**src/hw/rtl/bpu_pkg.sv**
```systemverilog
// ----------------------------------------------------------------------------
// bpu_pkg
// Types and constants shared by the branch predictor modules.
// ----------------------------------------------------------------------------
package bpu_pkg;

    localparam int NumEntries = 32;
    localparam int EntryAw    = 5;
    localparam int MaxHistory = 8;
    localparam int RowLen     = 1 << MaxHistory;
    localparam int RowW       = 2 * RowLen;
    localparam int NumRows    = NumEntries + 1;   // local rows plus the shared row
    localparam int RowAw      = 6;
    localparam int TagW       = 30;

    localparam logic [RowAw-1:0] GlobalRow = RowAw'(NumEntries);

    typedef enum logic [2:0] {
        CFG_LOG_ENTRIES  = 3'd0,
        CFG_HISTORY_LEN  = 3'd1,
        CFG_TAG_LEN      = 3'd2,
        CFG_COUNTER_INIT = 3'd3,
        CFG_USE_GHIST    = 3'd4,
        CFG_USE_GTABLE   = 3'd5,
        CFG_SHARE_MODE   = 3'd6
    } t_cfg_idx;

    typedef enum logic [1:0] {
        SHARE_NONE = 2'd0,
        SHARE_LOW  = 2'd1,
        SHARE_MID  = 2'd2
    } t_share;

    localparam logic OP_PREDICT = 1'b0;
    localparam logic OP_UPDATE  = 1'b1;

    typedef struct packed {
        logic        opcode;
        logic [31:0] branch_pc;
        logic [31:0] resolved_target;
        logic        resolved_taken;
        logic [31:0] earlier_prediction;
    } t_req;

    typedef struct packed {
        logic        predict_taken;
        logic [31:0] predict_target;
        logic        flushed;
        logic [31:0] flush_count;
        logic [31:0] branch_count;
    } t_rsp;

    typedef struct packed {
        logic [TagW-1:0]       tag;
        logic [31:0]           target;
        logic [MaxHistory-1:0] hist;
    } t_entry;

endpackage

```
**src/hw/rtl/bpu_entry_mem.sv**
```systemverilog
// ----------------------------------------------------------------------------
// bpu_entry_mem
// Entry store: tag, target and local history, one write and one registered read.
// ----------------------------------------------------------------------------
module bpu_entry_mem (
    input  logic                   i_clk,
    input  logic                   i_we,
    input  logic [bpu_pkg::EntryAw-1:0] i_waddr,
    input  bpu_pkg::t_entry        i_wdata,
    input  logic                   i_re,
    input  logic [bpu_pkg::EntryAw-1:0] i_raddr,
    output bpu_pkg::t_entry        o_rdata
);
    import bpu_pkg::*;

    t_entry r_mem [0:NumEntries-1];
    t_entry r_q;

    always_ff @(posedge i_clk) begin
        if (i_we) begin
            r_mem[i_waddr] <= i_wdata;
        end
        if (i_re) begin
            r_q <= r_mem[i_raddr];
        end
    end

    assign o_rdata = r_q;
endmodule

```
**config.mk**
```make
export PLATFORM = sky130hd
export DESIGN_NAME = bpu_entry_mem
export DESIGN_NICKNAME = d
export VERILOG_FILES = /design/src/hw/rtl/bpu_pkg.sv /design/src/hw/rtl/bpu_entry_mem.sv
export SDC_FILE = /design/constraint.sdc
export NUM_CORES = 2
export LEC_CHECK = 0
export BUFFER_PORTS_ARGS = -buffer_cell sky130_fd_sc_hd__buf_2
export CELL_PAD_IN_SITES_DETAIL_PLACEMENT = 1
export CELL_PAD_IN_SITES_GLOBAL_PLACEMENT = 2
export CORE_ASPECT_RATIO = 0.8
export CORE_UTILIZATION = 52
export CTS_CLUSTER_DIAMETER = 60
export DETAILED_ROUTE_END_ITERATION = 10
export PLACE_DENSITY = 0.89
export SLEW_MARGIN = 20
export SYNTH_ARGS = -nofsm -noshare
export SYNTH_HDL_FRONTEND = slang
export SYNTH_SLANG_ARGS = --single-unit
```
**constraint.sdc**
```tcl
create_clock -name i_clk -period 5.71 [get_ports i_clk]
set_input_delay 1.142 -clock i_clk [delete_from_list [all_inputs] [get_ports i_clk]]
set_output_delay 1.142 -clock i_clk [all_outputs]
set_load 0.01 [all_outputs]
```
==> Word level (Yosys, flattened, before mapping) <==
Memory sizes are Yosys's and may differ from the RTL's. A register that Yosys moved wholly into a read port is not among the register bits.
Cells that the tools add are included.
{ "totals": {"mem_count": 1, "register_bits": 0, "input_bits": 83, "ramBits": 2240, "output_inout_bits": 70} }
{ "memory_table": {"columns": ["name", "depth", "word_bits", "rd", "rd_ports_with_merged_regs", "wr", "line_no", "text"], "rows": [
  ["r_mem", 32, 70, 1, 1, 1, "bpu_entry_mem.sv:16", "t_entry r_mem [0:NumEntries-1];"]
]} }
{ "op_classes": {"n_mux": 2} }
{ "op_table": {"columns": ["operator", "count"], "rows": [
  ["$mux W1", 2]
]} }

==> Logic depth before layout (Yosys ltp) <==
{ "logic_depth": {"ltp_word": 2, "depth_mapped": 9, "depth_no_buf": 4} }

==> Worst setup path before layout <==
No wires, ideal clock.
{ "synth_timing": {"path_type": "input-to-reg", "startpoint": "input i_waddr[1] (netlist name)", "endpoint": "memory r_mem[12][0] (netlist name), enable pin", "n_path_buf": 1, "path_stages": 3, "setup_ns": 0.499, "path_slack_ns": 0.486, "t_arrival_ns": 4.726, "path_cell_list": "or3b_2 > clkbuf_1 > nor2_1"} }
{ "synth_rtl": {"columns": ["element", "line_no", "text"], "rows": [
  ["start, declared", "bpu_entry_mem.sv:8", "input logic [bpu_pkg::EntryAw-1:0] i_waddr,"],
  ["end, declared", "bpu_entry_mem.sv:16", null]
]} }
No word-level cell before the write port.

==> metrics <==
Final Hold Vio Count 0; startpoint types input port; cts repair resizes 0; Leak Pwr about 31 nW; Worst EP required ~6.4 ns; global-route wire length before repair 341 mm; CP endpoint kind register; Ys Warns 0; Die ar. 169000 um2; GRT met2 Usage 48.1%; Num CTS Buffers 211; die width about 460 um; clk_lat worst skew between 0.8 and 0.9 ns; via count 41688; Synth Flop Type edfxtp_1; Critical R2R Launch r_mem[15][36]; placed inst area 91900 um2; clk_skew 0.0342 ns; DP HPWL about 120 mm; clock sinks approximately 2300; Antenna Nets Post-Route 0; synth unique cells 30; vias in the first global route roughly 44000; Pwr per Cell Area between 300 and 400 nW/um2; Slew HR a little under a quarter; Starting DRT DRC Count around 6500; htree depth 4; vias per inst between 6 and 7; actual slew at the worst max-slew pin around 1.1 ns; DIE HEIGHT 368 um; crit path from i_raddr[1]; Final Util roughly three fifths; placed insts roughly 5700; DRC viols 0; Worst Path Max Fanout 90; synthesis-to-finish area growth 13.1%; pre-CTS WS around 1.8 ns; largest net degree at the start of global routing around 90; hold path start i_wdata[2]; crit path DAT slightly below 4 ns; Max Fclk roughly 0.30 GHz; Worst Setup Slack, final between 2 and 2.5 ns; synthesized flop and latch total between 2000 and 2500; drt first pass iters 6; Min-Delay Path Class in2reg; Final Cycle Share between 50% and 60%; CORE AREA 165000 um2; Cell Rows around 130; clock buffer depth 3; Starting Density between 50% and 60%; I/O pins 153; met1 usage roughly 39%; gpl congestion 0.757; routed wire length roughly 250 mm; CTS Hold Bufs 0; total power around 35 mW; Mapped Nets about 3500; Finished Cell Area a little under 100000 um2; initial antenna violation count 24; Hold Slack 0.783 ns; register area share after synthesis between 70% and 80%; Final min period around 3.3 ns; EDFF count, synth 2310; Synth Cell Area a little under 90000 um2; setup violators final 0; met3 GRT Util slightly above 7%; final cell count without fillers 6124; CTS root buf clkbuf_16; Post-synth ARST share 0%; Total Routing Usage GR slightly below 30%; gr ovfl total 0; GR peak layer met2; drt wl/cell ~40 um; postcts setup bufs 0; clock-pin slew on the worst setup and hold paths roughly 0.07 ns; TritonCTS clock tree done; Nets 3796; maximum VDD drop between 300 and 400 uV; run status finished, final reports clean; share of layout cells above drive strength 1 a little over a third; PortBufs 152; Post-Synthesis Mean Instance Area 25.7 um2; CP Class in2reg; setup TNS 0 ns; max cap viols 0; RSZ-0062 raised after global routing no; max-slew violations 0; Synth Instances 3388
-- synth_stat cells (4+ instances only) --
master	count	area share, %
nand3b_1	5	0.043
o22ai_1	10	0.072
o21ai_0	11	0.063
buf_1	13	0.056
nor2_1	39	0.17
o2bb2ai_1	4	0.040
buf_6	5	0.065
mux2i_1	45	0.52
a211oi_1	5	0.043
edfxtp_1	2310	80
a221oi_1	14	0.14
nor2b_1	5	0.036
clkbuf_1	72	0.31
mux2_2	79	1.0
o221ai_1	4	0.040
mux4_2	657	17
and2_1	5	0.036
buf_2	64	0.37
buf_4	19	0.16
-- logic make-up after synthesis --
family | after synthesis | share of synthesized area, %
DFF | 2310 | 79.6
buffers and inverters | 174 | 0.967
and+or+nand+nor | 65 | 0.363
muxes | 781 | 18.5
AOI/OAI and AO/OA | 58 | 0.491
-- final cells by class --
cell class,instances,area (um2)
clock buffer,257,5500
sequential,2310,69400
antenna,9,22.5
fill,13167,66700
multi-input combinational,904,17100
inverter,1,3.75
timing repair buffer,285,2570
tap,2227,2790
clock inverter,131,1160
-- critical path, cell delays in order --
cell	delay [ns]
buf_8	0.56
buf_12	0.42
nor2b_1	0.90
a22oi_1	0.27
o211ai_1	0.19
o31a_1	0.28
-- layer usage --
metal  up-vias  part of all wire [%]
met5         -                 0.058
li1      15508                     -
met4        22                   3.5
met3       506                    11
met2      3334                    50
met1     22318                    35
-- worst paths after layout --
path                            cells after the start      endpoint  slack, ns
worst max-delay path                                6    o_rdata[6]       2.40
worst min-delay path                                1  r_mem[12][2]       0.78
worst max register to register                      3   o_rdata[36]       3.62
worst min register to register                      4   o_rdata[52]       0.98
-- flip-flops by register name (all words and copies together), names as in the netlist --
signal	flops
o_rdata	70
r_mem	2240
-- cell usage in the layout, fill, tap and decap left out, types with 8 or more instances in the layout --
cell	instances
buf_2	146
edfxtp_1	2310
clkinv_2	41
clkinv_1	52
mux2i_1	45
nor2_4	33
buf_12	61
diode_2	9
mux4_2	657
bufinv_16	18
o21ai_0	11
inv_6	8
clkbuf_16	213
a221oi_1	14
o22ai_1	10
mux2_2	79
clkbuf_1	44
buf_4	73
-- where the power goes --
part | internal (mW) | switching (mW)
combinational | 0.716 | 0.993
clock | 7.67 | 6.45
sequential | 18.9 | 0.107
No activity file was read; power rests on OpenSTA's default activity.
